[src/hw/rtl/alars_pkg.sv]
`default_nettype none
package alars_pkg;

   localparam int unsigned RAW_W     = 16;
   localparam int unsigned LUX_W     = 32;
   localparam int unsigned XW        = 26;
   localparam int unsigned SUM_W     = 40;
   localparam int unsigned DEN_W     = 14;
   localparam int unsigned CSR_IDX_W = 3;
   localparam int unsigned CSR_DAT_W = 32;
   localparam int unsigned CNT_Q_W   = 22;
   localparam int unsigned CNT_N_W   = 31;
   localparam int unsigned BASE_W    = 25;
   localparam int unsigned PROD_W    = 63;
   localparam int unsigned RECIP_SH  = 41;

   localparam logic [CSR_IDX_W-1:0] REG_MODE         = 3'd0;
   localparam logic [CSR_IDX_W-1:0] REG_SAMPLES      = 3'd1;
   localparam logic [CSR_IDX_W-1:0] REG_COEF_QUARTIC = 3'd2;
   localparam logic [CSR_IDX_W-1:0] REG_COEF_CUBIC   = 3'd3;
   localparam logic [CSR_IDX_W-1:0] REG_COEF_SQUARE  = 3'd4;
   localparam logic [CSR_IDX_W-1:0] REG_COEF_LINEAR  = 3'd5;

   localparam logic [1:0] MODE_NORMAL    = 2'd0;
   localparam logic [1:0] MODE_FAST      = 2'd1;
   localparam logic [1:0] MODE_LOW_LIGHT = 2'd2;
   localparam logic [1:0] MODE_NORMAL_B  = 2'd3;

   localparam logic OP_SAMPLE = 1'b0;
   localparam logic OP_CLOSE  = 1'b1;

   localparam logic [1:0] GAIN_EIGHTH  = 2'd0;
   localparam logic [1:0] GAIN_QUARTER = 2'd1;
   localparam logic [1:0] GAIN_UNITY   = 2'd2;
   localparam logic [1:0] GAIN_DOUBLE  = 2'd3;

   localparam logic [LUX_W-1:0] LUX_1000  = 32'd256000;
   localparam logic [LUX_W-1:0] LUX_25    = 32'd6400;
   localparam logic [LUX_W-1:0] LUX_100   = 32'd25600;
   localparam logic [LUX_W-1:0] LUX_10000 = 32'd2560000;

   // Lux Q24.8 = 8q + floor((376q + 312) / 625) with q the count in 0.0336 lux
   // steps; the division by 625 is a multiplication by ceil(2^41 / 625).
   localparam logic [8:0]  LUX_MUL   = 9'd376;
   localparam logic [8:0]  LUX_BIAS  = 9'd312;
   localparam logic [31:0] LUX_RECIP = 32'd3518437209;

   localparam logic signed [63:0] T_LIM = 64'sd68719476735;

   typedef enum logic [2:0] {
      ST_IDLE,
      ST_READ,
      ST_DIV,
      ST_POLY,
      ST_UPDATE
   } state_type;

   typedef struct packed {
      logic [SUM_W-1:0] window_sum;
      logic [LUX_W-1:0] window_min;
      logic [LUX_W-1:0] window_max;
      logic [LUX_W-1:0] display_sum;
      logic [LUX_W-1:0] display_min;
      logic [LUX_W-1:0] display_max;
   } rec_type;

   typedef struct packed {
      logic             start;
      logic [SUM_W-1:0] dividend;
      logic [DEN_W-1:0] divisor;
   } div_req_type;

   typedef struct packed {
      logic             done;
      logic [SUM_W-1:0] quotient;
   } div_rsp_type;

   // Every resolution is a power-of-two multiple of 0.0336 lux per count.
   function automatic logic [2:0] lux_shift(input logic [1:0] gain,
                                            input logic low_light);
      logic [2:0] s;
      case (gain)
         GAIN_EIGHTH:  s = 3'd6;
         GAIN_QUARTER: s = 3'd5;
         GAIN_UNITY:   s = 3'd3;
         default:      s = 3'd2;
      endcase
      if (low_light) begin
         s = 3'd0;
      end
      return s;
   endfunction

endpackage
`default_nettype wire

[src/hw/rtl/alars_poly.sv]
`default_nettype none
module alars_poly
   import alars_pkg::*;
(
   input  wire logic               clock,
   input  wire logic               reset,
   input  wire logic               start,
   input  wire logic [XW-1:0]      x,
   input  wire logic signed [31:0] coef_quartic,
   input  wire logic signed [31:0] coef_cubic,
   input  wire logic signed [31:0] coef_square,
   input  wire logic signed [31:0] coef_linear,
   output logic                    done,
   output logic [LUX_W-1:0]        result
);
   localparam logic [1:0] PH_LO  = 2'd0;
   localparam logic [1:0] PH_HI  = 2'd1;
   localparam logic [1:0] PH_ADD = 2'd2;
   localparam int unsigned HALF = XW / 2;

   logic                busy_ff;
   logic                done_ff;
   logic [1:0]          phase_ff;
   logic [1:0]          step_ff;
   logic signed [37:0]  t_ff;
   logic [XW-1:0]       x_ff;
   logic signed [51:0]  prod_ff, prod;
   logic signed [63:0]  acc_ff, full, sum, fin;
   logic [LUX_W-1:0]    result_ff;
   logic [HALF-1:0]     mul_b;
   logic signed [31:0]  coef_sel;
   logic signed [37:0]  t_in;
   logic [LUX_W-1:0]    fin_sat;

   // Each Horner step multiplies t by X in two halves of X; the first three then shift,
   // add the next coefficient and clamp, and the last shifts and saturates the result.
   always_comb begin
      mul_b = (phase_ff == PH_LO) ? x_ff[HALF-1:0] : x_ff[XW-1:HALF];
      prod  = t_ff * $signed({1'b0, mul_b});
      full  = acc_ff + ($signed(64'(prod_ff)) <<< HALF);
      case (step_ff)
         2'd0:    coef_sel = coef_cubic;
         2'd1:    coef_sel = coef_square;
         default: coef_sel = coef_linear;
      endcase
      sum = (full >>> 20) + $signed(64'(coef_sel));
      if (sum > T_LIM) begin
         t_in = 38'(T_LIM);
      end else if (sum < -T_LIM) begin
         t_in = 38'(-T_LIM);
      end else begin
         t_in = 38'(sum);
      end
      fin = full >>> 24;
      if (fin < 0) begin
         fin_sat = '0;
      end else if (fin[63:32] != '0) begin
         fin_sat = '1;
      end else begin
         fin_sat = fin[31:0];
      end
   end

   always_ff @(posedge clock) begin
      if (reset) begin
         busy_ff <= 1'b0;
         done_ff <= 1'b0;
      end else begin
         done_ff <= 1'b0;
         if (start) begin
            busy_ff  <= 1'b1;
            phase_ff <= PH_LO;
            step_ff  <= 2'd0;
            t_ff     <= 38'(coef_quartic);
            x_ff     <= x;
         end else if (busy_ff) begin
            case (phase_ff)
               PH_LO: begin
                  prod_ff  <= prod;
                  phase_ff <= PH_HI;
               end
               PH_HI: begin
                  acc_ff   <= $signed(64'(prod_ff));
                  prod_ff  <= prod;
                  phase_ff <= PH_ADD;
               end
               default: begin
                  if (step_ff == 2'd3) begin
                     result_ff <= fin_sat;
                     done_ff   <= 1'b1;
                     busy_ff   <= 1'b0;
                  end else begin
                     t_ff    <= t_in;
                     step_ff <= step_ff + 1'b1;
                  end
                  phase_ff <= PH_LO;
               end
            endcase
         end
      end
   end

   assign done   = done_ff;
   assign result = result_ff;
endmodule
`default_nettype wire
[config.mk]
export PLATFORM = sky130hd
export DESIGN_NAME = alars_poly
export DESIGN_NICKNAME = d
export VERILOG_FILES = /design/src/hw/rtl/alars_pkg.sv /design/src/hw/rtl/alars_poly.sv
export SDC_FILE = /design/constraint.sdc
export NUM_CORES = 2
export LEC_CHECK = 0
export BUFFER_PORTS_ARGS = -buffer_cell sky130_fd_sc_hd__buf_2
export CAP_MARGIN = 20
export CORE_ASPECT_RATIO = 1.2
export CORE_MARGIN = 4
export CORE_UTILIZATION = 52
export DETAILED_ROUTE_END_ITERATION = 6
export PLACE_DENSITY = 0.68
export SYNTH_ARGS = -nofsm -noshare
export SYNTH_HDL_FRONTEND = slang
export SYNTH_SLANG_ARGS = --single-unit
export TNS_END_PERCENT = 20
[constraint.sdc]
create_clock -name clock -period 9.73 [get_ports clock]
set_input_delay 1.946 -clock clock [delete_from_list [all_inputs] [get_ports clock]]
set_output_delay 1.946 -clock clock [all_outputs]
set_load 0.1 [all_outputs]
# Word level (Yosys, flattened, before mapping)
# Index checks and enable logic that the tools add are counted.
[op_classes]
addsub = 3
n_mul = 1
div = 0
magnitude_cmp = 3
eq_ne = 5
shifts = 0
mux = 19
n_bitwise = 4
n_reduce_logical = 12
[ops]
columns = ["operator", "count"]
rows = [
  ["38-bit 2-to-1 mux", 6],
  ["52-bit by 64-bit adder with 64-bit output", 1],
  ["32-bit case mux with 2 select lines", 1],
  ["38-bit by 14-bit multiplier with 52-bit output", 1],
  ["44-bit by 32-bit adder with 45-bit output", 1],
  ["45-bit by 37-bit greater-than comparator with 1-bit output (second input constant)", 1],
  ["45-bit by 37-bit < comparator with 1-bit output (second input constant)", 1],
  ["40-bit by 1-bit < comparator with 1-bit output (second input constant)", 1],
  ["32-bit 2-to-1 mux", 1],
  ["32-bit nonzero test", 1],
  ["13-bit 2-to-1 mux", 1],
  ["4-bit AND reduction", 3],
  ["2-bit 2-to-1 mux", 4],
  ["1-bit 2-to-1 mux", 5],
  ["5-bit AND reduction", 1],
  ["5-bit OR reduction", 1],
  ["2-bit by 1-bit == test with 1-bit output (second input constant)", 2],
  ["2-bit logical NOT", 2],
  ["1-bit NOT", 4],
  ["2-bit case mux with 2 select lines", 1],
  ["2-bit AND reduction", 2],
  ["2-bit by 1-bit adder with 2-bit output (second input constant)", 1],
  ["2-bit == test (second input constant)", 1],
  ["2-bit by 1-bit inequality test with 1-bit output (second input constant)", 1],
  ["3 further kinds", 3],
]
[word_totals]
register_bits = 206
latch_bits = 0
mem_bits_rw = 0
rom_bits = 0
mem_count = 0

# Longest topological paths before layout
[depth]
depth_word = 10
mapped_depth = 30
depth_no_buf = 28

# Worst setup path after synthesis
# No wires, ideal clock.
[synth_path]
path_kind = "register to register"
startpoint = "register phase_ff[1]"
endpoint = "register prod_ff[48], data pin"
arrival_ns = 8.145
t_required_ns = 9.572
setup_slack_ns = 1.428
stages_incl_launch_ff = 30
cell_sequence = "edfxtp_1 > nor2_1 > clkbuf_1 > mux2_2 > clkbuf_1 > clkbuf_1 > nand2_1 > fa_1 > inv_1 > fa_1 > fa_1 > inv_1 > fa_1 > inv_1 > fa_1 > fa_1 > ha_1 > a21o_1 > a21o_1 > a21oi_1 > o21ai_0 > a21o_1 > a21o_1 > a31o_2 > a221oi_1 > a211oi_1 > a221oi_1 > o31ai_1 > a2111o_1 > o211ai_1"
[synth_between]
elab_chain_cells = 3
[synth_rtl]
columns = ["element", "line", "source"]
rows = [
  ["start, declared", "alars_poly.sv:23", "logic [1:0] phase_ff;"],
  ["start signal, assigned", "alars_poly.sv:72", "phase_ff <= PH_LO;"],
  ["start signal, assigned", "alars_poly.sv:80", "phase_ff <= PH_HI;"],
  ["start signal, assigned", "alars_poly.sv:85", "phase_ff <= PH_ADD;"],
  ["2-bit logical NOT", "alars_poly.sv:38", "mul_b = (phase_ff == PH_LO) ? x_ff[HALF-1:0] : x_ff[XW-1:HALF];"],
  ["13-bit 2-to-1 mux", "alars_poly.sv:38", ""],
  ["38-bit by 14-bit multiplier with 52-bit output", "alars_poly.sv:39", "prod = t_ff * $signed({1'b0, mul_b});"],
  ["named net prod[48]", "alars_poly.sv:27", "logic signed [51:0] prod_ff, prod;"],
  ["end signal, assigned", "alars_poly.sv:79", "prod_ff <= prod;"],
  ["end signal, assigned", "alars_poly.sv:84", "prod_ff <= prod;"],
  ["end, declared", "alars_poly.sv:27", ""],
]
# The timed path passes the listed nets, and every way through them passes these cells.
# A chain may end at the register's enable or synchronous reset.

# Worst setup path in the final report
# Ends and elaborated chain as after synthesis.

==> impl_metrics.yaml <==
worst_hold_path:
  min_path_type: "flip-flop to flip-flop"
worst_setup_path:
  critPathBufInv: 4
  worstPathRequired_ps: 10060
  cp_max_fo: 25
  slowest_delay_ps: 660
  crit_family: "adder cells"
  worstPathArrival_ps: 9080
  slowest_stage: "mux2_2"
  crit_top_cell: "fa_1"
  crit_type: "flip-flop to flip-flop"
  startpoint_type: "flip-flop"
  end_kind: "flip-flop"
cells_and_area:
  fin_nets: 4074
  final_common_cell: "inv_1"
  drive_gt1_share_pct: 9.75
  syn2layout_area_growth_pct: 7.08
  layout_common_cells: "inv_1, fa_1, nand2_1"
clock_network:
  cts_tree: "built"
  numCtsBuffers: 17
  clock_latency_ps: 500
  cts_resized: 0
  htreeDepth: 4
  cts_hold_buf: 0
  cts_root_buffer: "clkbuf_16"
  postCtsSetupBuffers: 0
  clockBufferDepth: 2
  cts_sinks: 193
  clkTransAtPathRegs_ps: 70
sta:
  fin_crit_ps: 8750
  worst_pin_slew_ps: 1030
  slew_headroom_pct: 30.9
  skew_ps: 19.5
  timing_hold_violations_final: 0
  rsz0062_at_grt: "no"
  slew_viol_final: 0
  timing.fmax_mhz: 114
  setup_viol: 0
  fin_crit_sh_pct: 89.9
  tns_ps: 0
logic_synthesis:
  synth_top_family_by_area: "adder cells"
  yosys-mux-area-fraction_pct: 0.540
  synth-xor-area-share_pct: 3.87
  async_reset_ff_share_pct: 0
  syn_area_per_cell_um2: 9.40
  ys_ff_latch: 193
  syn_inst: 3181
  synth-simple-area-share_pct: 16.4
  synth-main-ff-cell: "edfxtp_1"
  synth_fa_ha_area_share_pct: 38.8
  synth_compound_area_share_pct: 12.9
  synth_fp_nets: 3997
  ys_seq_area_share_pct: 19.3
  synth_area_um2: 29900
  synth.distinct_cells: 90
  synth_edf_count: 191
  yosysWarnings: 0
floorplanning:
  dieArea_um2: 61400
  pin_count: 190
  initial_core_util_pct: 52.4
  rows: 96
  fp.coreArea_um2: 57100
  die_w_um: 227
  die_h_um: 271
run_status:
  status: "completed"
routing:
  wl_per_cell_um: 21.7
  drtAntennaViolNets: 0
  totalWireLength_um: 87200
  drt_iter0_markers: 1847
  routed-via-count: 23100
  drtPass1Iterations: 7
  drc_errors: 0
  vias_per_cell: 5.77
global_routing:
  grtUsageTotal_pct: 28.7
  antenna_found_initial: 4
  grt_max_degree: 57
  grt_pass1_vias: 24100
  grt-ovfl-total: 0
  grt_pass1_wl_um: 136000
place:
  dp.final_hpwl_um: 69900
  routabilityCongestion: 0.963
  portBuffers: 189
flow_run:
  cap_violations: 0
-- final cells by class --
class                      instances  area, µm²
sequential                       193       5780
clock buffer                      18        429
timing repair buffer             215       1170
antenna                            3       7.51
tap                              735        920
fill                            5103      25000
inverter                         473       1780
clock inverter                    14        149
multi-input combinational       2358      21800
-- final timing paths --
kind                           end  cells past startpoint                 startpoint  slack (ps)
min reg2reg   acc_ff[51]$_DFFE_PP_                      0      prod_ff[51]$_DFFE_PP_         450
min           acc_ff[51]$_DFFE_PP_                      0      prod_ff[51]$_DFFE_PP_         450
max reg2reg  prod_ff[48]$_DFFE_PP_                     27  phase_ff[1]$_SDFFCE_PP0P_         980
max          prod_ff[48]$_DFFE_PP_                     27  phase_ff[1]$_SDFFCE_PP0P_         980
-- flip-flops by register name (all words and copies together), names as in the netlist --
| name | count |
|---|---|
| acc_ff | 39 |
| done | 1 |
| busy_ff | 1 |
| step_ff | 2 |
| phase_ff | 2 |
| result | 32 |
| t_ff | 38 |
| prod_ff | 52 |
| x_ff | 26 |
-- Yosys cell counts (all sizes together), types with 6 or more instances --
cell type,instances,area (µm²)
inv,473,1780
fa,445,8910
nand2,378,1420
ha,214,2680
edfxtp,191,5740
nor2b,168,1050
a21oi,161,810
clkbuf,132,495
nor2,126,475
and2,121,759
o21ai,95,475
xnor2,87,762
a21o,77,578
xor2,40,350
o22ai,35,275
nand3,33,170
a22oi,30,225
nor3,27,146
nand2b,26,163
a211oi,25,208
buf,25,180
nand4,21,131
o211ai,20,164
a31oi,19,119
o21bai,18,135
and3,16,100
or2,16,100
o21a,15,114
nor4,12,96.3
o31ai,10,75.1
mux2,9,101
a221oi,8,70.1
a21boi,7,52.6
nand3b,7,52.6
mux2i,6,60.1
or3,6,42.5
-- logic make-up (layout without fill, tap and decap cells) --
logic type	after synthesis	count (layout)
flip-flops	193	193
buffers and inverters	630	720
XOR/XNOR	129	129
adder cells (fa/ha/maj)	659	659
other	0	3
AO/OA/AOI/OAI	575	575
multiplexers	15	15
AND/OR/NAND/NOR	980	980
-- metal layers --
metal,wire (µm),GRT usage (%),vias up
li1,-,-,10600
met1,35100,37.3,11500
met2,43100,49.1,876
met3,5780,4.09,166
met4,3190,10.1,0
met5,0,0,-
-- metrics by stage --
stage / worst slack (ps) / util, % / hold WS (ps) / cells / area (µm²)
floorplan: 1430 / - / 400 / 3181 / 29900
global placement: 1170 / 55.0 / 418 / 3972 / 31400
detailed placement: 1010 / 55.0 / 434 / 3972 / 31400
CTS: 1000 / 56.0 / 454 / 4004 / 32000
global route: 613 / 56.1 / 468 / 4008 / 32000
finish: 980 / 56.1 / 447 / 4009 / 32000
Power is not shown: default switching activity piles up to over one toggle a cycle in this logic, so the estimate is an artifact.
