**config.mk**
```make
export PLATFORM = sky130hd
export DESIGN_NAME = alars_ram
export DESIGN_NICKNAME = d
export VERILOG_FILES = /design/src/hw/rtl/alars_ram.sv
export SDC_FILE = /design/constraint.sdc
export NUM_CORES = 1
export LEC_CHECK = 0
export ABC_CLOCK_PERIOD_IN_PS = 2000
export BUFFER_PORTS_ARGS = -buffer_cell sky130_fd_sc_hd__buf_2
export CAP_MARGIN = 20
export CORE_MARGIN = 1.5
export CORE_UTILIZATION = 57
export CTS_BUF_LIST = sky130_fd_sc_hd__clkbuf_2
export CTS_CLUSTER_SIZE = 24
export DETAILED_ROUTE_END_ITERATION = 12
export PLACE_DENSITY = 0.84
export SYNTH_ARGS = -nofsm -noshare
export SYNTH_HDL_FRONTEND = slang
export SYNTH_SLANG_ARGS = --single-unit
```
**constraint.sdc**
```tcl
create_clock -name clock -period 2 [get_ports clock]
set_clock_uncertainty 0.15 [all_clocks]
set_input_delay 0.1 -clock clock [delete_from_list [all_inputs] [get_ports clock]]
set_output_delay 0.1 -clock clock [all_outputs]
set_load 0.01 [all_outputs]
```
**src/hw/rtl/alars_ram.sv**
```systemverilog
`default_nettype none
module alars_ram #(
   parameter int unsigned WIDTH = 8,
   parameter int unsigned DEPTH = 2
) (
   input  wire logic                                  clock,
   input  wire logic                                  we,
   input  wire logic [(DEPTH > 1 ? $clog2(DEPTH) : 1)-1:0] waddr,
   input  wire logic [WIDTH-1:0]                      wdata,
   input  wire logic                                  re,
   input  wire logic [(DEPTH > 1 ? $clog2(DEPTH) : 1)-1:0] raddr,
   output logic      [WIDTH-1:0]                      rdata
);
   logic [WIDTH-1:0] mem_ff [DEPTH];
   logic [WIDTH-1:0] rdata_ff;

   always_ff @(posedge clock) begin
      if (we) begin
         mem_ff[waddr] <= wdata;
      end
      if (re) begin
         rdata_ff <= mem_ff[raddr];
      end
   end

   assign rdata = rdata_ff;
endmodule
`default_nettype wire

```
Word-level counts from Yosys, hierarchy flattened. Memory sizes are Yosys's and may differ from the RTL's. A register that Yosys moved wholly into a read port is not among the register bits. Cells that the tools add are included.

Output and inout port bits: 8. Bits in writable memories: 16. Register bits after elaboration: 0. Memories kept: 1. Input bits: 13.

Muxes and demuxes: 2.

Memory list: mem_ff (depth 2, width 8, rd ports 1, clocked after memory_dff 1, wr ports 1, RTL line 14) `logic [WIDTH-1:0] mem_ff [DEPTH];`.

Operators by type and width (number): $mux 1 (2).

Logic depth before layout (Yosys ltp). Gate-level depths: netlist (run 1).

Depth after elaboration: 2. Depth in mapped cells: 2. Depth with buffers taken out: 1.

Least setup slack after synthesis (run 1). Ideal clock, no wire load.

Path kind: input to register. Start: in we. End: mem mem_ff[0][0], enable pin. Buffers on the path: 0. Stages on the path: 1. Path slack: 957 ps. Required time: 1477 ps. Arrival: 520 ps. Cells stage by stage: nor2b_1.

Word-level cells in the longest chain between the ends: 2.

Ends and longest elaborated chain: start: declaration (RTL line 7) `input wire logic we,`; $mux 1 (RTL line 18) `if (we) begin`; $mux 1 (not written as such) (RTL line 19) `mem_ff[waddr] <= wdata;`; end: declaration (RTL line 14).

Every way passes these cells.

Worst setup path after layout (run 1).
Start: reg rdata_ff[0] (netlist: rdata[0]) (read register of mem_ff). End: out rdata[0].

RTL lines: start: declaration (RTL line 15) `logic [WIDTH-1:0] rdata_ff;`; end: declaration (RTL line 12) `output logic [WIDTH-1:0] rdata`.

No word-level cell between the ends.

==> results by group, run 1 <==
Logic synthesis
  • Syn nets: 48
  • Sequential share of the synthesized area: approximately 83%
  • Post-synthesis register bit count: 24
  • Synthesized area: ~860 sq um
  • Avg Inst Size Synth: 24.7 sq um
  • Ys Warns: 0
  • Post-Syn Instances: 35
  • Number of distinct library cells after synthesis: 5

Clock network
  • CTS H-tree depth: 1
  • Post-CTS Setup Bufs: 0
  • CTS tree: done
  • # hold bufs at CTS: 9
  • # resized after CTS: 0
  • # clock sinks: 24
  • Clk_lat worst skew: 310 ps
  • Root buffer cell: clkbuf_2
  • CTS Buf Count: 3
  • Worst-path clk slew: 190 ps
  • Buffer depth of the longest clock path: 2

Timing
  • Final min period: 1150 ps
  • Setup TNS: 0 ps
  • WHS: 75.5 ps
  • Final setup violation count: 0
  • Slew @ Worst Pin: 696 ps
  • RSZ-0062 raised after global routing: no
  • Fmax: 871 MHz
  • Slew HR: roughly 53%
  • Period utilization: 57.4%
  • Final hold vios: 0
  • Slew Viols, Final: 0

Routing
  • Post-DR wirelength/cell: ~18 microns
  • DR vias: 434
  • Initial DRT Pass Iterations: 4
  • Routed Antenna Nets: 0
  • Initial drt markers: 17
  • Vias per inst: 5.36
  • Post-route DRC: 0
  • Final WL: between 1000 and 1500 microns

Final layout
  • Fin nets: 81
  • Area growth syn-to-layout: 24.6%
  • Commonest non-fill, non-tap cell in the layout: edfxtp_1
  • Most frequent cells in the layout: edfxtp_1, buf_2, dlygate4sd3_1
  • Antenna diode count: 0
  • Share of cells above drive strength 1: 47.0%

Floorplanning
  • Die width: approximately 42 microns
  • Num ports: 21
  • Core Area: roughly 0.0014 sq mm
  • Die Height: 41.9 microns
  • Initial Util: 64.0%
  • Std cell rows: 13
  • Die ar.: 0.00176 sq mm

Worst setup path
  • Reg2reg path depth: 1
  • Kind of critical path: reg2out
  • Critical path depth: 1
  • CP required: 1750 ps
  • Crit-path max cell delay: 430 ps
  • RR Endpoint: rdata[1]
  • CP Capture Type: output pin
  • Crit Path Max Fanout: 1
  • Critical path startpoint category: register
  • Setup slack, reg-to-reg: 930 ps
  • CP delay by family, top: flip-flops
  • WP buf/inv: 1
  • CP cell instances: buf_2
  • Critical path data arrival time: 900 ps
  • Crit-path slowest cell: edfxtp_1
  • Worst r2r src: mem_ff[0][1]

Min path
  • Min-delay src: waddr
  • WHS Path Cells: 2
  • Worst hold path type: in2reg
  • Worst Hold End: mem_ff[0][1]

Placed design
  • IO buf count: 20
  • RePlAce Congestion: between 0.6 and 0.7

Power
  • P_leak: 0.000428 uW
  • Pwr per Cell Area: 793 mW/mm^2
  • Maximum vdd ir drop: 0.608 mV

GRT
  • Vias in the first global route: 455
  • Largest net degree at the start of global routing: 13
  • First-pass GRT wire length: 2200 microns
  • Total congestion overflow: 0
  • Antenna violations before repair: 0
  • GRT Total Usage: a little under a fifth

Run
  • Max-cap violations: 0

Outcome
  • Status: finished clean
per-stage QoR:
stage	cells	utilization [%]	setup WS (ps)	instance area, sq um	power [uW]
floorplan	35	-	957	865	653
global placement	69	72.0	752	972	680
detailed placement	69	72.0	731	972	686
CTS	81	79.8	849	1080	853
global route	81	79.8	798	1080	886
finish	81	79.8	851	1080	854
power breakdown:
| part | internal (uW) | total [uW] | switching (uW) |
|---|---|---|---|
| logic | 49.8 | 86.1 | 36.4 |
| clock network | 40.9 | 164 | 123 |
| registers | 594 | 604 | 10.5 |
| total | 684 | 854 | 170 |
sequential cells by signal (all words and copies together) (netlist names):
name / flops
mem_ff: 16
rdata: 8
area by class of cell:
class,instances,area [sq um]
Clock buffer,3,15.0
Fill cell,66,273
Multi-Input combinational cell,10,133
Sequential cell,24,721
Tap cell,15,18.8
Timing Repair Buffer,29,190
per-layer routing:
metal	track usage, %	vias up	wire length [microns]
li1	-	201	-
met1	21.2	206	551
met2	33.1	25	777
met3	5.65	2	90
met4	5.81	0	7
met5	0	-	0
cell families after synthesis:
family	Yosys count	synth area share, %
AND/OR/NAND/NOR	2	1.45
flip-flops	24	83.4
multiplexers	8	13.9
buffers and inverters	1	1.30
cells in the mapped netlist, drive strengths merged:
cell,count,share of area [%]
buf,1,1.3
mux2,8,14
nor2b,1,0.72
and2,1,0.72
edfxtp,24,83
worst max-delay path by stage:
stage | from | end | slack (ps)
final | rdata[0] | rdata[0] | 850
after global routing | rdata[0] | rdata[0] | 800
after CTS | rdata[0] | rdata[0] | 850
after detailed placement | waddr | mem_ff[0][4] | 730
after global placement | waddr | mem_ff[0][4] | 750
after floorplan | we | mem_ff[0][0] | 960
Power figures use the tool's default switching activity.
==> run 2, diff against run 1 <==
Settings changed: ABC_AREA set to 1, ABC_CLOCK_PERIOD_IN_PS 2000 to 1100, CORE_UTILIZATION 57 to 53, PLACE_DENSITY 0.84 to 0.8.
Clock period 2 ns to 1.1 ns, I/O delays scaled along.
==> run 2 against run 1 <==
  * Via count increased by 11%
  * Hold slack got worse by 37 ps
  * First-iteration DRC count decreased by 35%
  * Flip-flop and latch count unchanged
  * Count of clock-buffer cells in the layout unchanged
  * Power increased by 80%
  * Global-route usage decreased by 4.1 points
  * Non-clock buffer count increased by 2
==> results by group, run 2 <==
Clock network
  • Buffer depth of the longest clock path: 2
  • # resized after CTS: 0
  • # clock sinks: 24
  • CTS Buf Count: 3
  • Clk_lat worst skew: 310 ps
  • Root buffer cell: clkbuf_2
  • CTS H-tree depth: 1
  • CTS tree: done
  • Post-CTS Setup Bufs: 0
  • Worst-path clk slew: 200 ps

Min path
  • Worst Hold End: mem_ff[0][4]
  • Worst hold path type: in2reg
  • WHS Path Cells: 3
  • Min-delay src: waddr

Timing
  • Period utilization: 97.7%
  • Slew HR: between 70 and 80%
  • Final setup violation count: 0
  • Slew @ Worst Pin: 309 ps
  • WHS: 38.3 ps
  • RSZ-0062 raised after global routing: yes
  • Fmax: around 930 MHz
  • Final min period: 1070 ps
  • Setup ws final: 25.1 ps
  • Slew Viols, Final: 0
  • Final hold vios: 0

GRT
  • Largest net degree at the start of global routing: 13
  • GRT Total Usage: 14.4%
  • Vias in the first global route: 428
  • Antenna violations before repair: 0
  • Total congestion overflow: 0
  • First-pass GRT wire length: 1820 microns

Worst setup path
  • Kind of critical path: reg2out
  • Critical path startpoint category: register
  • RR Endpoint: rdata[1]
  • CP Capture Type: output pin
  • Critical path depth: 1
  • Setup slack, reg-to-reg: 180 ps
  • CP required: 890 ps
  • Crit-path max cell delay: 420 ps
  • Crit-path slowest cell: edfxtp_1
  • WP buf/inv: 1
  • Critical path data arrival time: 870 ps
  • Reg2reg path depth: 2
  • Worst r2r src: mem_ff[1][1]
  • CP delay by family, top: flip-flops
  • CP cell instances: buf_2
  • Crit Path Max Fanout: 1

Final layout
  • Area growth syn-to-layout: 27.5%
  • Commonest non-fill, non-tap cell in the layout: nand2_1
  • Fin nets: 102
  • Most frequent cells in the layout: nand2_1, edfxtp_1, buf_2
  • Largest Register: mem_ff
  • Max FFs per register: 16
  • Share of cells above drive strength 1: 28.7%
  • Post-Layout Cell Count: 103
  • Antenna diode count: 0
  • Finished Cell Area: 0.00107 sq mm
  • Final Core Density: 72.0%

Logic synthesis
  • Avg Inst Size Synth: 15.6 sq um
  • Synth cell count leaders: nand2_1, edfxtp_1, inv_1
  • Post-synth top area share: a little under nine tenths
  • Ys Warns: 0
  • Sequential share of the synthesized area: 85.7%
  • Area contributors post-synth: edfxtp_1, nand2_1, buf_6, inv_1, inv_2
  • Post-Syn Instances: 54
  • Number of flops mapped to enable cells by yosys: 24
  • Syn nets: 67
  • Number of distinct library cells after synthesis: 6
  • Async SR Flop Fraction: 0%
  • Primary FF master, synth: edfxtp_1
  • Post-synthesis register bit count: 24
  • Synth area leader: edfxtp_1
  • Synthesized area: ~840 sq um
  • Most numerous cell in the Yosys netlist: nand2_1

Routing
  • DR vias: 483
  • Vias per inst: 4.69
  • Routed Antenna Nets: 0
  • Post-DR wirelength/cell: approximately 12 microns
  • Post-route DRC: 0
  • Initial DRT Pass Iterations: 4
  • Final WL: ~1200 microns
  • Initial drt markers: 11

Floorplanning
  • Std cell rows: 14
  • Core Area: 0.00149 sq mm
  • Num ports: 21
  • Initial Util: between 50 and 60%
  • Die ar.: approximately 0.0018 sq mm
  • Die width: 42.8 microns
  • Die Height: 42.8 microns

Power
  • Maximum vdd ir drop: roughly 0.93 mV
  • P_leak: between 0.0004 and 0.0005 uW
  • Pwr per Cell Area: approximately 1400 mW/mm^2

Outcome
  • Status: finished clean

Placed design
  • RePlAce Congestion: 0.625
  • Area after DPL: around 960 sq um
  • DP HPWL: 781 microns
  • IO buf count: 20
  • Setup WS pre-CTS: 175 ps
  • Placed Cells incl. Taps: 90

Run
  • Max-cap violations: 0
[run 2: changes by cell type after synthesis, sizes merged]
cell   delta
nand2    +25
mux2      -8
inv       +3
and2      -1
nor2      +1
nor2b     -1
[run 2: final cells by class]
cell class,instances,area [sq um]
flip-flops and latches,24,721
inverters,3,11.3
repair buffers,31,208
multi-input cells,26,97.6
well taps,16,20.0
clock buffers,3,15.0
fillers,90,417
[run 2: layer usage]
| metal | global-route usage (%) | vias to the layer above | wire length [microns] |
|---|---|---|---|
| li1 | - | 252 | - |
| met2 | 24.5 | 17 | 646 |
| met5 | 0 | - | 0 |
| met4 | 9.38 | 0 | 8 |
| met1 | 16.5 | 212 | 523 |
| met3 | 2.55 | 2 | 42 |
[run 2: through the flow]
step	total power (uW)	setup TNS [ps]
final	1540	0
after CTS	1540	-6.43
after detailed placement	1230	0
after floorplan	1170	0
after global placement	1220	0
after global routing	1600	-132
[run 2: cells by family after synthesis]
group / after synthesis / synth area share (%)
buffers and inverters: 4 / 2.68
DFF: 24 / 85.7
and+or+nand+nor: 26 / 11.6
[run 2: how the worst max path moves through the flow]
| stage | slack, ps | end | start |
|---|---|---|---|
| after floorplan | 140 | mem_ff[0][0] | we |
| after global placement | 210 | mem_ff[1][3] | waddr |
| after detailed placement | 180 | mem_ff[1][0] | we |
| after CTS | -6 | rdata[1] | rdata[1] |
| after global routing | -60 | rdata[1] | rdata[1] |
| final | 30 | rdata[1] | rdata[1] |
[run 2: report_power, final]
part / internal [uW] / switching [uW] / total, uW
logic: 67.1 / 72.6 / 140
clock network: 74.3 / 234 / 309
registers: 1080 / 14.4 / 1090
[run 2: timing repair]
action | 4_1_cts | 5_1_grt
setup endpoints to repair | 1 | 6
pin swaps | 0 | 0
endpoints found under the hold margin | 31 | 0
hold buffers | 10 | 0
==> run 3, diff against run 2 <==
Settings changed: CORE_UTILIZATION 53 to 40, CTS_BUF_LIST sky130_fd_sc_hd__clkbuf_2 to not set, PLACE_DENSITY 0.8 to not set.
==> run 3 against run 2 <==
  * Critical path depth rose by 4
  * Worst setup slack improved by 30 ps
  * Power rose by 2.4%
  * Clock power increased by 13%
  * Non-clock buffer count unchanged
  * Critical path type is now in2reg
  * Critical endpoint is now rdata[0]
  * Largest power group unchanged
==> results by group, run 3 (synthesis gave the netlist of run 2 again) <==
Clock network
  • CTS tree: done
  • CTS H-tree depth: 1
  • Root buffer cell: clkbuf_4
  • Post-CTS Setup Bufs: 0
  • Clk_lat worst skew: ~290 ps
  • Buffer depth of the longest clock path: 2
  • Worst-path clk slew: ~110 ps
  • # clock sinks: 24
  • CTS Buf Count: 3

Power
  • Pwr per Cell Area: 1440 mW/mm^2
  • Logic gate share of total power: under 10%
  • Sequential share of power: 69.2%
  • Pwr Total: 1580 uW
  • P_leak: approximately 0.00046 uW
  • Sw frac: a little under 20%
  • Clock power share: 22.2%
  • Maximum vdd ir drop: 0.902 mV
  • NetSw: 304 uW
  • Int Power: 1270 uW

Final layout
  • Post-Layout Cell Count: around 110
  • Commonest non-fill, non-tap cell in the layout: nand2_1
  • Fin nets: between 100 and 150
  • Largest Register: mem_ff
  • Antenna diode count: 0
  • Area growth syn-to-layout: 30.4%
  • Fillers: between 150 and 200
  • Max FFs per register: 16
  • Most frequent cells in the layout: nand2_1, edfxtp_1, buf_2
  • Final Core Density: 55.9%
  • Share of cells above drive strength 1: between 20% and 30%

Timing
  • WHS: roughly 63 ps
  • Slew Viols, Final: 0
  • Setup ws final: 54.9 ps
  • Final min period: 1050 ps
  • Slew HR: approximately four fifths
  • Slew @ Worst Pin: 291 ps
  • Period utilization: 95.0%
  • Final setup violation count: 0
  • Fmax: ~960 MHz
  • Final hold vios: 0

Floorplanning
  • Std cell rows: 16
  • Die ar.: 0.00239 sq mm
  • Core Area: 0.00196 sq mm
  • Die width: 48.8 microns
  • Initial Util: between 40 and 50%
  • Die Height: about 49 microns
  • Num ports: 21

Worst setup path
  • Critical path data arrival time: between 900 and 1000 ps
  • Kind of critical path: in2reg
  • WP buf/inv: 3
  • CP cell instances: dlygate4sd3_1, clkbuf_4, inv_2, nand2_1, nand2_1
  • Reg2reg path depth: 2
  • CP required: 1020 ps
  • Setup slack, reg-to-reg: 210 ps
  • Crit-path slowest cell: dlygate4sd3_1
  • Crit Path Max Fanout: 9
  • Top cell by count, worst path: nand2_1
  • Worst r2r src: mem_ff[1][6]
  • CP delay by family, top: buffers and inverters
  • Critical path startpoint category: input port
  • CP Capture Type: register
  • RR Endpoint: rdata[6]
  • Crit-path max cell delay: 520 ps

Routing
  • Routed Antenna Nets: 0
  • Vias per inst: between 4 and 5
  • Post-route DRC: 0
  • DR vias: 462
  • Post-DR wirelength/cell: about 9.3 microns
  • Initial drt markers: 9
  • Final WL: 1060 microns
  • Initial DRT Pass Iterations: 2

GRT
  • Largest net degree at the start of global routing: 13
  • Total congestion overflow: 0
  • Antenna violations before repair: 0
  • First-pass GRT wire length: between 1500 and 2000 microns
  • Vias in the first global route: roughly 440
  • GRT Total Usage: 10.1%

Placed design
  • RePlAce Congestion: 0.661
  • DP HPWL: approximately 750 microns
  • Placed Cells incl. Taps: 101
  • Setup WS pre-CTS: 185 ps
  • IO buf count: 20

Outcome
  • Status: finished clean

Run
  • Max-cap violations: 0

Min path
  • Min-delay src: waddr
  • Worst Hold End: mem_ff[0][3]
  • Worst hold path type: in2reg
  • WHS Path Cells: 3
run 3: cell count changes in the layout (fill, tap and decap cells not counted):
cell and delta:
buf_2 -1, clkbuf_2 -3, clkbuf_4 +4
run 3: how the worst max path moves through the flow:
stage | startpoint | endpoint | slack, ps | depth (start not counted)
2_1_floorplan | we | mem_ff[0][0] | 140 | 2
3_3_place_gp | waddr | mem_ff[1][1] | 220 | 3
3_5_place_dp | waddr | mem_ff[1][1] | 190 | 3
4_1_cts | raddr | rdata[0] | 40 | 5
5_1_grt | raddr | rdata[2] | -9 | 5
6_report | raddr | rdata[0] | 50 | 5
run 3: power by group through the flow:
| stage | Sequential (uW) | Clock, uW | Combinational (uW) |
|---|---|---|---|
| 6_report | 1090 | 349 | 136 |
| 2_1_floorplan | 1120 | 0 | 42.1 |
| 3_3_place_gp | 1110 | 0 | 108 |
| 4_1_cts | 1090 | 360 | 137 |
| 5_1_grt | 1100 | 392 | 152 |
| 3_5_place_dp | 1110 | 0 | 110 |
run 3: area by class of cell:
cell class / instances / area (sq um) / area share [%]
inverters: 3 / 11.3 / 1.03
flip-flops and latches: 24 / 721 / 65.8
clock buffers: 3 / 22.5 / 2.05
multi-input cells: 26 / 97.6 / 8.90
well taps: 27 / 33.8 / 3.08
repair buffers: 31 / 210 / 19.2
run 3: per-layer routing:
| layer | global-route usage [%] | up-vias | part of all wire (%) |
|---|---|---|---|
| li1 | - | 248 | - |
| met1 | 11.2 | 199 | 43 |
| met2 | 17.6 | 13 | 51 |
| met3 | 1.84 | 2 | 4.5 |
| met4 | 7.14 | 0 | 1.2 |
| met5 | 0 | - | 0 |
run 3: repair_timing:
item,CTS,global route
hold buffers,10,0
endpoints found under the setup margin,0,8
resized for setup,0,1
hold endpoints to repair,30,0
run 3: stage by stage:
step | cell area, sq um | setup TNS (ps)
after floorplan | 841 | 0
after global placement | 971 | 0
after detailed placement | 971 | 0
after CTS | 1090 | 0
after global routing | 1100 | -22.6
final | 1100 | 0
run 3: worst register-to-register path: stages (launching register included):
cell and delay [ps]:
edfxtp_1 390, nand2_1 80, nand2_1 50
