## src/hw/rtl/alars_pkg.sv

```systemverilog
`default_nettype none
package alars_pkg;

   localparam int unsigned RAW_W     = 16;
   localparam int unsigned LUX_W     = 32;
   localparam int unsigned XW        = 26;
   localparam int unsigned SUM_W     = 40;
   localparam int unsigned DEN_W     = 14;
   localparam int unsigned CSR_IDX_W = 3;
   localparam int unsigned CSR_DAT_W = 32;
   localparam int unsigned CNT_Q_W   = 22;
   localparam int unsigned CNT_N_W   = 31;
   localparam int unsigned BASE_W    = 25;
   localparam int unsigned PROD_W    = 63;
   localparam int unsigned RECIP_SH  = 41;

   localparam logic [CSR_IDX_W-1:0] REG_MODE         = 3'd0;
   localparam logic [CSR_IDX_W-1:0] REG_SAMPLES      = 3'd1;
   localparam logic [CSR_IDX_W-1:0] REG_COEF_QUARTIC = 3'd2;
   localparam logic [CSR_IDX_W-1:0] REG_COEF_CUBIC   = 3'd3;
   localparam logic [CSR_IDX_W-1:0] REG_COEF_SQUARE  = 3'd4;
   localparam logic [CSR_IDX_W-1:0] REG_COEF_LINEAR  = 3'd5;

   localparam logic [1:0] MODE_NORMAL    = 2'd0;
   localparam logic [1:0] MODE_FAST      = 2'd1;
   localparam logic [1:0] MODE_LOW_LIGHT = 2'd2;
   localparam logic [1:0] MODE_NORMAL_B  = 2'd3;

   localparam logic OP_SAMPLE = 1'b0;
   localparam logic OP_CLOSE  = 1'b1;

   localparam logic [1:0] GAIN_EIGHTH  = 2'd0;
   localparam logic [1:0] GAIN_QUARTER = 2'd1;
   localparam logic [1:0] GAIN_UNITY   = 2'd2;
   localparam logic [1:0] GAIN_DOUBLE  = 2'd3;

   localparam logic [LUX_W-1:0] LUX_1000  = 32'd256000;
   localparam logic [LUX_W-1:0] LUX_25    = 32'd6400;
   localparam logic [LUX_W-1:0] LUX_100   = 32'd25600;
   localparam logic [LUX_W-1:0] LUX_10000 = 32'd2560000;

   // Lux Q24.8 = 8q + floor((376q + 312) / 625) with q the count in 0.0336 lux
   // steps; the division by 625 is a multiplication by ceil(2^41 / 625).
   localparam logic [8:0]  LUX_MUL   = 9'd376;
   localparam logic [8:0]  LUX_BIAS  = 9'd312;
   localparam logic [31:0] LUX_RECIP = 32'd3518437209;

   localparam logic signed [63:0] T_LIM = 64'sd68719476735;

   typedef enum logic [2:0] {
      ST_IDLE,
      ST_READ,
      ST_DIV,
      ST_POLY,
      ST_UPDATE
   } state_type;

   typedef struct packed {
      logic [SUM_W-1:0] window_sum;
      logic [LUX_W-1:0] window_min;
      logic [LUX_W-1:0] window_max;
      logic [LUX_W-1:0] display_sum;
      logic [LUX_W-1:0] display_min;
      logic [LUX_W-1:0] display_max;
   } rec_type;

   typedef struct packed {
      logic             start;
      logic [SUM_W-1:0] dividend;
      logic [DEN_W-1:0] divisor;
   } div_req_type;

   typedef struct packed {
      logic             done;
      logic [SUM_W-1:0] quotient;
   } div_rsp_type;

   // Every resolution is a power-of-two multiple of 0.0336 lux per count.
   function automatic logic [2:0] lux_shift(input logic [1:0] gain,
                                            input logic low_light);
      logic [2:0] s;
      case (gain)
         GAIN_EIGHTH:  s = 3'd6;
         GAIN_QUARTER: s = 3'd5;
         GAIN_UNITY:   s = 3'd3;
         default:      s = 3'd2;
      endcase
      if (low_light) begin
         s = 3'd0;
      end
      return s;
   endfunction

endpackage
`default_nettype wire

```

## src/hw/rtl/alars_div.sv

```systemverilog
`default_nettype none
module alars_div
   import alars_pkg::*;
(
   input  wire logic        clock,
   input  wire logic        reset,
   input  wire div_req_type req,
   output div_rsp_type      rsp
);
   localparam int unsigned BITS_PER_CYCLE = 2;
   localparam int unsigned ITERS = SUM_W / BITS_PER_CYCLE;
   localparam int unsigned CNT_W = $clog2(ITERS);

   logic             busy_ff;
   logic             done_ff;
   logic [CNT_W-1:0] cnt_ff;
   logic [SUM_W-1:0] quo_ff, quo_in;
   logic [DEN_W-1:0] rem_ff, rem_in;
   logic [DEN_W-1:0] den_ff;
   logic [DEN_W:0]   trial;

   // Restoring division: the dividend shifts out of the top of quo_ff while
   // quotient bits shift in at the bottom.
   always_comb begin
      rem_in = rem_ff;
      quo_in = quo_ff;
      trial  = '0;
      for (int i = 0; i < BITS_PER_CYCLE; i++) begin
         trial = {rem_in, quo_in[SUM_W-1]};
         if (trial >= {1'b0, den_ff}) begin
            rem_in = DEN_W'(trial - {1'b0, den_ff});
            quo_in = {quo_in[SUM_W-2:0], 1'b1};
         end else begin
            rem_in = trial[DEN_W-1:0];
            quo_in = {quo_in[SUM_W-2:0], 1'b0};
         end
      end
   end

   always_ff @(posedge clock) begin
      if (reset) begin
         busy_ff <= 1'b0;
         done_ff <= 1'b0;
      end else begin
         done_ff <= 1'b0;
         if (req.start) begin
            busy_ff <= 1'b1;
            cnt_ff  <= CNT_W'(ITERS - 1);
            quo_ff  <= req.dividend;
            rem_ff  <= '0;
            den_ff  <= req.divisor;
         end else if (busy_ff) begin
            quo_ff <= quo_in;
            rem_ff <= rem_in;
            cnt_ff <= cnt_ff - 1'b1;
            if (cnt_ff == '0) begin
               busy_ff <= 1'b0;
               done_ff <= 1'b1;
            end
         end
      end
   end

   assign rsp.done     = done_ff;
   assign rsp.quotient = quo_ff;
endmodule
`default_nettype wire

```

## config.mk

```make
export PLATFORM = sky130hd
export DESIGN_NAME = alars_div
export DESIGN_NICKNAME = d
export VERILOG_FILES = /design/src/hw/rtl/alars_pkg.sv /design/src/hw/rtl/alars_div.sv
export SDC_FILE = /design/constraint.sdc
export NUM_CORES = 1
export LEC_CHECK = 0
export BUFFER_PORTS_ARGS = -buffer_cell sky130_fd_sc_hd__buf_2
export CAP_MARGIN = 40
export CORE_AREA = 2 2 111 113
export CTS_CLUSTER_SIZE = 25
export DETAILED_ROUTE_END_ITERATION = 10
export DIE_AREA = 0 0 113 115
export PLACE_DENSITY = 0.68
export SLEW_MARGIN = 20
export SYNTH_ARGS = -nofsm -noshare
export SYNTH_HDL_FRONTEND = slang
export SYNTH_SLANG_ARGS = --single-unit
```

## constraint.sdc

```tcl
create_clock -name clock -period 6.7 [get_ports clock]
set_input_delay 1.34 -clock clock [delete_from_list [all_inputs] [get_ports clock]]
set_output_delay 1.34 -clock clock [all_outputs]
set_load 0.02 [all_outputs]
```

=== Yosys cells after proc, flatten, opt, wreduce, memory -nomap -nowiden ===
Cells that the tools add are included.

* Word-level logic and storage cells: 30
* Input bits: 57
* Bits in registers: 75

* Muxes and demuxes: 12
* Magnitude comparators: 2
* Add/sub/neg operators: 3
* Reductions and logical operators: 5
* Bitwise logic cells: 2

{| class="wikitable"
|+ Operator list
! cell !! count
|-
| $mux 40 || 2
|-
| $mux 14 || 3
|-
| $ge 15x14->1 || 2
|-
| $sub 14x14->14 || 2
|-
| $mux 1 || 6
|-
| $logic_not 5->1 || 1
|-
| $mux 5 || 1
|-
| $sub 5x1->5 const B || 1
|-
| $reduce_and 2->1 || 2
|-
| $reduce_or 3->1 || 1
|-
| $not 1->1 || 2
|-
| $reduce_bool 2->1 || 1
|}

=== Depth between registers and ports, before layout ===
Gate-level depths: netlist (run 1).

* Word-level depth: 6
* Gate-level depth with buffers: 20

=== Worst setup path after synthesis (run 1) ===
No wires, ideal clock.

* Path type: input-to-reg
* From: input req[54] in the netlist's numbering
* To: register cnt_ff[0], enable pin
* Cell stages on the path: 4
* Arrival time: 4606 ps
* Required time: 6224 ps
* Setup slack: 1618 ps
* Path through: buf_1 > buf_1 > nor2_1 > nor2_1

* Longest elaborated chain between the ends: 2

{| class="wikitable"
|+ Ends and longest elaborated chain
! item !! RTL line !! text
|-
| from (decl) || alars_div.sv:7 || <nowiki>input wire div_req_type req,</nowiki>
|-
| $reduce_bool 2->1 (no line) || - ||
|-
| $reduce_and 2->1 (no line) || - ||
|-
| to (signal assigned) || alars_div.sv:48 || <nowiki>cnt_ff <= CNT_W'(ITERS - 1);</nowiki>
|-
| to (signal assigned) || alars_div.sv:55 || <nowiki>cnt_ff <= cnt_ff - 1'b1;</nowiki>
|-
| to (decl) || alars_div.sv:16 || <nowiki>logic [CNT_W-1:0] cnt_ff;</nowiki>
|}

No other way between the ends.
A chain may end at the register's enable or synchronous reset.

=== Worst setup path after layout (run 1) ===
* From: register rem_ff[1]
* To: register rem_ff[7], data pin

* Longest elaborated chain between the ends: 5
* Elaborated cells on any way between the ends: 7
* Classes of those cells: add/sub (2); order compare (2); mux (3)

{| class="wikitable"
|+ Ends and longest elaborated chain
! item !! RTL line !! text
|-
| from (decl) || alars_div.sv:18 || <nowiki>logic [DEN_W-1:0] rem_ff, rem_in;</nowiki>
|-
| from (signal assigned) || alars_div.sv:54 || <nowiki>rem_ff <= rem_in;</nowiki>
|-
| $sub 14x14->14 / $ge 15x14->1 (equally long branches) || alars_div.sv:31, alars_div.sv:30 ||
|-
| $mux 14 (*) || alars_div.sv:30 || <nowiki>if (trial >= {1'b0, den_ff}) begin</nowiki>
|-
| $sub 14x14->14 / $ge 15x14->1 (equally long branches) || alars_div.sv:31, alars_div.sv:30 ||
|-
| $mux 14 (*) || alars_div.sv:30 ||
|-
| $mux 14 (*) || alars_div.sv:52 || <nowiki>end else if (busy_ff) begin</nowiki>
|}

Mark *: on every way between the ends. The rest lies on a longest branch, timed or not. The select of a mux whose other input is x is not followed.

==> impl_metrics.toml, run 1 <==
[place]
placement.cell_area_mm2 = 0.00522
gpl.final_weighted_congestion = 0.914
post-dp-hpwl_mm = 8.14
io_buffers = 97
dp_cells = 611

[logic_synthesis]
ys.flop_type = "sky130_fd_sc_hd__edfxtp_1"
synth_cell_types = 56
mux_cell_area_share_after_synthesis = 0.134
complex_gate_fraction_of_the_synthesized_area = 0.120
synthSimpleGateAreaFrac = 0.104
postSynthCellCount = 377
synthMostInstantiatedCell = "sky130_fd_sc_hd__edfxtp_1"
post_synth_top_area_share = 0.476
ys_warn_count = 0
synth.ff_latch_count = 75
main_combinational_cell_family_by_area_after_synthesis = "multiplexers"
synth_edf_count = 73
postSynthNetCount = 465
synth.cells.most_frequent = "sky130_fd_sc_hd__edfxtp_1, sky130_fd_sc_hd__mux2_2, sky130_fd_sc_hd__ha_1"
postSynth.asyncResetShare = 0
post_synth_fa_ha_maj_area_fraction = 0.0876
synth_seq_area_share = 0.485
synthTopCellsByArea = "sky130_fd_sc_hd__edfxtp_1, sky130_fd_sc_hd__mux2_2, sky130_fd_sc_hd__ha_1, sky130_fd_sc_hd__mux2_4, sky130_fd_sc_hd__a21oi_1"
syn-mean-instance-area_um2 = 12.2
post-synth-top-area-cell = "sky130_fd_sc_hd__edfxtp_1"
synth_xor_area_frac = 0.0305
post_synth_instance_area_mm2 = 0.00460

[cells_and_area]
postLayoutCellArea_mm2 = 0.00549
area_growth_syn_to_layout_pct = 19.4
drive_above_1_share = 0.378
post_layout_nonfiller_instances = 628
antenna_cells = 0
finish.net_count = 564

[clock_network]
post_cts_buffers = 0
cts.root.buffer_cell = "sky130_fd_sc_hd__clkbuf_16"
cts_made_buffers = 9
clkSlewWorstSetupHoldPaths_ns = 0.06
worstSkewPairLatency_ns = 0.34
cts_tree = "yes"
count_of_cells_resized_by_post_cts_repair = 0
numClockSinks = 75
clock_tree.htree_level_count = 3
ctsHoldBuffers = 0
clock_tree.buffer_depth = 2

[worst_setup_path]
worst-endpoint-required_ns = 6.75
data_arrival_critical_path_ns = 5.19
ff2ff_path_depth = 17
critical_path_cell_count = 17
worstSetupEndpointType = "flop"
cp_num_buf_inv = 1
critical-path-slowest-cell = "sky130_fd_sc_hd__o21ba_1"
path_max_fanout = 12
critical_path.cell_chain = "ha_1 > a21oi_1 > a21oi_1 > o2111a_1 > o211ai_1 > o21ba_1 > buf_8 > mux2_4 > ha_1 > a21oi_1 > o21ai_0 > or3_1 > o21ai_0 > o21ai_1 > a21o_2 > nor2_4 > o41ai_1"
worstSetupStartpointType = "flop"
criticalPathCategory = "flop to flop"
critPathTopFamily = "compound AO/OA/AOI/OAI gates"
critPathMaxStageDelay_ns = 0.51
crit_top_cell = "sky130_fd_sc_hd__a21oi_1"

[global_routing]
maximum_number_of_pins_on_one_net_before_global_route_repair = 60
grt_first_pass_wirelength_mm = 17.5
gr-usage-met2 = 0.280
tot_gr_track_use = 0.174
grt_pass1_vias = 3445
global_route.usage.met1 = 0.228
gr-max-usage-layer = "met2"
antenna_found_initial = 0
globalRouteOverflowTotal = 0
grt_util_met3 = 0.0469

[worst_hold_path]
whs_path_cells = 1
min_path_type = "flop to flop"

[detailed_routing]
drtIter0Drc = 231
detailedRoute.firstPassIterationCount = 4
post_drt_via_cell_ratio = 5.43
ant_nets = 0
routedWlPerCell_um = 17.4
num_vias = 3413
route.final.wire_length_mm = 11.0
drt_drc_violations_left = 0

[sta]
layout_worst_path_cycle_share = 0.766
max_slew.worst_pin.slew_ns = 0.772
max_clock_freq_mhz = 195
report.final.hold_viol_count = 0
worst_slew_margin_rel = 0.485
setup_viol = 0
final.setup.tns_ns = 0
finalClockSkew_ns = 0.00519
rsz0062_at_grt = "no"
hold_slack_ns = 0.486
maxSlewViolCount = 0
post-route-min-period_ns = 5.13

[power_and_ir_drop]
power.switching_mw = 1.19
pwr-share-comb = 0.603
p_leak_nw = 2.24
pwr-share-seq = 0.243
pwr_density_cell_mw_per_mm2 = 510
pwr-share-clk = 0.154
internal_power_mw = 1.61
ir_worst_vdd_v = 0.000210
switching_share = 0.424

[die]
dieArea_mm2 = 0.0130
die_w_um = 113
fp-row-count = 40
die_h_um = 115
top_level_pins = 98
core_area_mm2 = 0.0118
starting_density = 0.390

[outcome]
result_of_the_run = "complete, no violations"

[run]
drv.max_cap_violation_count = 0
==> cell usage in the layout (no fill, tap or decap), types with 4 or more instances in the layout <==
| cell | synthesis | routed |
|---|---|---|
| sky130_fd_sc_hd__inv_1 | 23 | 23 |
| sky130_fd_sc_hd__xnor2_1 | 11 | 11 |
| sky130_fd_sc_hd__nand2_1 | 12 | 12 |
| sky130_fd_sc_hd__nand4_1 | 11 | 11 |
| sky130_fd_sc_hd__o21ai_0 | 10 | 10 |
| sky130_fd_sc_hd__clkbuf_16 | 0 | 9 |
| sky130_fd_sc_hd__o21a_1 | 9 | 9 |
| sky130_fd_sc_hd__xor2_1 | 5 | 5 |
| sky130_fd_sc_hd__o31ai_1 | 5 | 5 |
| sky130_fd_sc_hd__buf_4 | 2 | 4 |
| sky130_fd_sc_hd__nor2b_1 | 4 | 4 |
| sky130_fd_sc_hd__ha_1 | 29 | 29 |
| sky130_fd_sc_hd__nor2_1 | 23 | 22 |
| sky130_fd_sc_hd__edfxtp_1 | 73 | 73 |
| sky130_fd_sc_hd__nand3_1 | 7 | 7 |
| sky130_fd_sc_hd__mux2_4 | 8 | 8 |
| sky130_fd_sc_hd__nor3_1 | 11 | 11 |
| sky130_fd_sc_hd__a211oi_1 | 5 | 5 |
| sky130_fd_sc_hd__o41ai_2 | 4 | 4 |
| sky130_fd_sc_hd__a21oi_1 | 21 | 21 |
| sky130_fd_sc_hd__buf_2 | 1 | 97 |
| sky130_fd_sc_hd__mux2_2 | 42 | 42 |
==> state kept, by name, summed over array words and instances (netlist names) <==
name and count:
cnt_ff 5, busy_ff 1, quo_ff 40, done_ff 1, den_ff 14, rem_ff 14
==> area by class of cell <==
| cell class | instances | area, um2 |
|---|---|---|
| fill | 1092 | 6320 |
| sequential | 75 | 2230 |
| multi-input combinational | 265 | 2200 |
| timing repair buffer | 102 | 531 |
| clock buffer | 11 | 233 |
| tap | 147 | 184 |
| inverter | 23 | 86.3 |
| clock inverter | 5 | 30.0 |
==> metal layers <==
| metal | routed length [um] | vias to the layer above | part of all wire |
|---|---|---|---|
| li1 | - | 1641 | - |
| met1 | 4800 | 1632 | 0.44 |
| met2 | 5210 | 127 | 0.48 |
| met3 | 785 | 13 | 0.072 |
| met4 | 162 | 0 | 0.015 |
| met5 | 0 | - | 0 |
==> worst register-to-register path: cells and delay by family (launching register included) <==
family	cells	cell delay, ns
AOI/OAI and AO/OA	11	2.49
adders and majority gates	2	0.74
and+or+nand+nor	2	0.66
DFF	1	0.39
muxes	1	0.34
buffers and inverters	1	0.23
==> power by group through the flow <==
| stage | Sequential [mW] | Combinational, mW | Clock (mW) |
|---|---|---|---|
| finish | 0.680 | 1.69 | 0.432 |
| global route | 0.687 | 1.84 | 0.460 |
| CTS | 0.679 | 1.65 | 0.440 |
| detailed placement | 0.687 | 1.64 | 0 |
| global placement | 0.685 | 1.59 | 0 |
| floorplan | 0.695 | 1.33 | 0 |
==> logic make-up (layout without fill, tap and decap cells) <==
logic type	count (synthesis)	in the layout
muxes	51	51
and+or+nand+nor	89	89
buffers and inverters	37	141
xor gates and xnor gates	16	16
adders and majority gates	31	31
DFF	75	75
AOI/OAI and AO/OA	78	78
==> final timing paths <==
path | start | endpoint | slack [ns]
max | rem_ff[1] | rem_ff[7] | 1.57
min | busy_ff | done_ff | 0.49
max reg2reg | rem_ff[1] | rem_ff[7] | 1.57
min reg2reg | busy_ff | done_ff | 0.49
==> per-stage QoR <==
stage,power (mW),worst slack [ns],util
6_report,2.80,1.57,0.465
5_1_grt,2.99,1.22,0.465
4_1_cts,2.77,1.60,0.464
3_5_place_dp,2.32,1.64,0.442
3_3_place_gp,2.27,1.56,0.441
2_1_floorplan,2.03,1.62,-
No activity file was read; power rests on OpenSTA's default activity.
==> inputs of run 2 (changes only) <==
Clock period 6.7 ns to 5.15 ns, I/O delays scaled along.
==> impl_metrics.toml, run 2 (synthesized netlist as in run 1, its figures left out) <==
[outcome]
result_of_the_run = "complete, no violations"

[detailed_routing]
drt_drc_violations_left = 0
detailedRoute.firstPassIterationCount = 4
post_drt_via_cell_ratio = 5.44
drtIter0Drc = 196
num_vias = 3424
route.final.wire_length_mm = 11.2
routedWlPerCell_um = 17.8
ant_nets = 0

[die]
core_area_mm2 = 0.0118
starting_density = 0.390
top_level_pins = 98
die_w_um = 113
dieArea_mm2 = 0.0130
fp-row-count = 40
die_h_um = 115

[clock_network]
ctsHoldBuffers = 0
cts.root.buffer_cell = "sky130_fd_sc_hd__clkbuf_16"
cts_tree = "yes"
numClockSinks = 75
cts_made_buffers = 9
clock_tree.htree_level_count = 3
worstSkewPairLatency_ns = 0.34
clkSlewWorstSetupHoldPaths_ns = 0.06
count_of_cells_resized_by_post_cts_repair = 0
post_cts_buffers = 0
clock_tree.buffer_depth = 2

[worst_setup_path]
criticalPathCategory = "flop to flop"
crit_start = "rem_ff[3]"
worst-endpoint-required_ns = 5.20
worstSetupEndpointType = "flop"
ff2ff_path_depth = 17
rrSetupSlack_ns = 0.39
data_arrival_critical_path_ns = 4.81
timing.rr.start = "rem_ff[3]"
path_max_fanout = 16
endpoint = "rem_ff[2]"
r2r-end = "rem_ff[2]"
worstSetupStartpointType = "flop"

[global_routing]
globalRouteOverflowTotal = 0
global_route.usage.met1 = 0.210
grt_pass1_vias = 3613
maximum_number_of_pins_on_one_net_before_global_route_repair = 60
grt_util_met3 = 0.0532
gr-usage-met2 = 0.300
tot_gr_track_use = 0.176
gr-max-usage-layer = "met2"
antenna_found_initial = 0
grt_first_pass_wirelength_mm = 17.8

[sta]
post-route-min-period_ns = 4.76
maxSlewViolCount = 0
max_clock_freq_mhz = 210
final.setup.tns_ns = 0
worst_slew_margin_rel = 0.484
finalClockSkew_ns = 0.00491
max_slew.worst_pin.slew_ns = 0.775
layout_worst_path_cycle_share = 0.923
rsz0062_at_grt = "no"
report.final.hold_viol_count = 0
setup_viol = 0

[cells_and_area]
final_util = 0.471
area_growth_syn_to_layout_pct = 20.9
largest_reg_flops = 40
drive_above_1_share = 0.386
finish.net_count = 565
mostFrequentLayoutCell = "sky130_fd_sc_hd__buf_2"
regMostFlops = "quo_ff"
antenna_cells = 0
largestRegisters = "quo_ff (40), den_ff (14), rem_ff (14)"
commonest_non_fill_non_tap_cells_in_the_layout = "sky130_fd_sc_hd__buf_2, sky130_fd_sc_hd__edfxtp_1, sky130_fd_sc_hd__mux2_2, sky130_fd_sc_hd__ha_1, sky130_fd_sc_hd__inv_1"

[power_and_ir_drop]
pwr-share-comb = 0.591
internal_power_mw = 2.22
switching_share = 0.416
pwr-share-clk = 0.176
pwr-share-seq = 0.232
pwr_density_cell_mw_per_mm2 = 684
p_leak_nw = 2.28
ir_worst_vdd_v = 0.000294
power.switching_mw = 1.58

[worst_hold_path]
min_path_type = "flop to flop"

[place]
post-dp-hpwl_mm = 8.23
gpl.final_weighted_congestion = 0.890
io_buffers = 97

[run]
drv.max_cap_violation_count = 0
run 2: cell count changes in the layout (fill, tap and decap cells not counted):
cell / previous run / this run
sky130_fd_sc_hd__buf_12: 0 / 1
sky130_fd_sc_hd__buf_4: 4 / 5
sky130_fd_sc_hd__buf_8: 1 / 0
sky130_fd_sc_hd__bufinv_16: 0 / 2
sky130_fd_sc_hd__clkbuf_1: 2 / 0
sky130_fd_sc_hd__clkinv_1: 1 / 0
sky130_fd_sc_hd__clkinv_2: 2 / 3
sky130_fd_sc_hd__clkinv_4: 1 / 2
sky130_fd_sc_hd__clkinvlp_4: 1 / 0
sky130_fd_sc_hd__o21ai_0: 10 / 9
sky130_fd_sc_hd__o21ai_1: 3 / 4
run 2: layer usage:
metal | vias up | share of wire
met5 | - | 0
met4 | 0 | 0.016
met1 | 1639 | 0.44
met2 | 124 | 0.48
met3 | 14 | 0.068
li1 | 1647 | -
run 2: cell type report:
type | instances | area [um2]
Sequential cell | 75 | 2230
Clock inverter | 7 | 92.6
Timing Repair Buffer | 103 | 543
Clock buffer | 9 | 225
Fill cell | 1068 | 6250
Inverter | 23 | 86.3
Multi-Input combinational cell | 265 | 2200
Tap cell | 147 | 184
run 2: worst min-delay path by stage:
| stage | slack, ns | cells past startpoint | end | from |
|---|---|---|---|---|
| after global routing | 0.51 | 1 | done_ff | busy_ff |
| after CTS | 0.49 | 1 | done_ff | busy_ff |
| final | 0.49 | 1 | done_ff | busy_ff |
| after floorplan | 0.45 | 1 | done_ff | busy_ff |
| after detailed placement | 0.48 | 1 | done_ff | busy_ff |
| after global placement | 0.48 | 1 | done_ff | busy_ff |
run 2: power groups by stage:
stage                     Sequential (mW)  Combinational [mW]  Clock [mW]
final                               0.884                2.25       0.670
after global routing                0.891                2.44       0.701
after CTS                           0.882                2.20       0.682
after detailed placement            0.893                2.19           0
after global placement              0.891                2.13           0
after floorplan                     0.904                1.73           0
run 2: critical path, cell delays in order, from the launching register on:
cell and delay (ns):
sky130_fd_sc_hd__edfxtp_1 0.42, sky130_fd_sc_hd__ha_1 0.39, sky130_fd_sc_hd__nand3_1 0.19, sky130_fd_sc_hd__a21oi_1 0.26
sky130_fd_sc_hd__o2111a_1 0.28, sky130_fd_sc_hd__o211ai_1 0.12, sky130_fd_sc_hd__o21ba_1 0.21, sky130_fd_sc_hd__buf_12 0.17
sky130_fd_sc_hd__mux2_4 0.32, sky130_fd_sc_hd__ha_1 0.33, sky130_fd_sc_hd__a21oi_1 0.18, sky130_fd_sc_hd__o21ai_0 0.15
sky130_fd_sc_hd__or3_1 0.32, sky130_fd_sc_hd__o21ai_1 0.25, sky130_fd_sc_hd__o21ai_1 0.14, sky130_fd_sc_hd__a21o_2 0.25
sky130_fd_sc_hd__nor2_4 0.34, sky130_fd_sc_hd__o41ai_1 0.15
run 2: per-stage QoR:
stage               total power [mW]  std cells  setup WS, ns  area, um2  hold slack, ns
finish                          3.80        629         0.394       5560           0.489
global route                    4.03        629         0.132       5560           0.511
CTS                             3.77        629         0.373       5560           0.492
detailed placement              3.08        613         0.387       5240           0.484
global placement                3.03        612         0.517       5240           0.479
floorplan                       2.64        377         0.378       4600           0.454
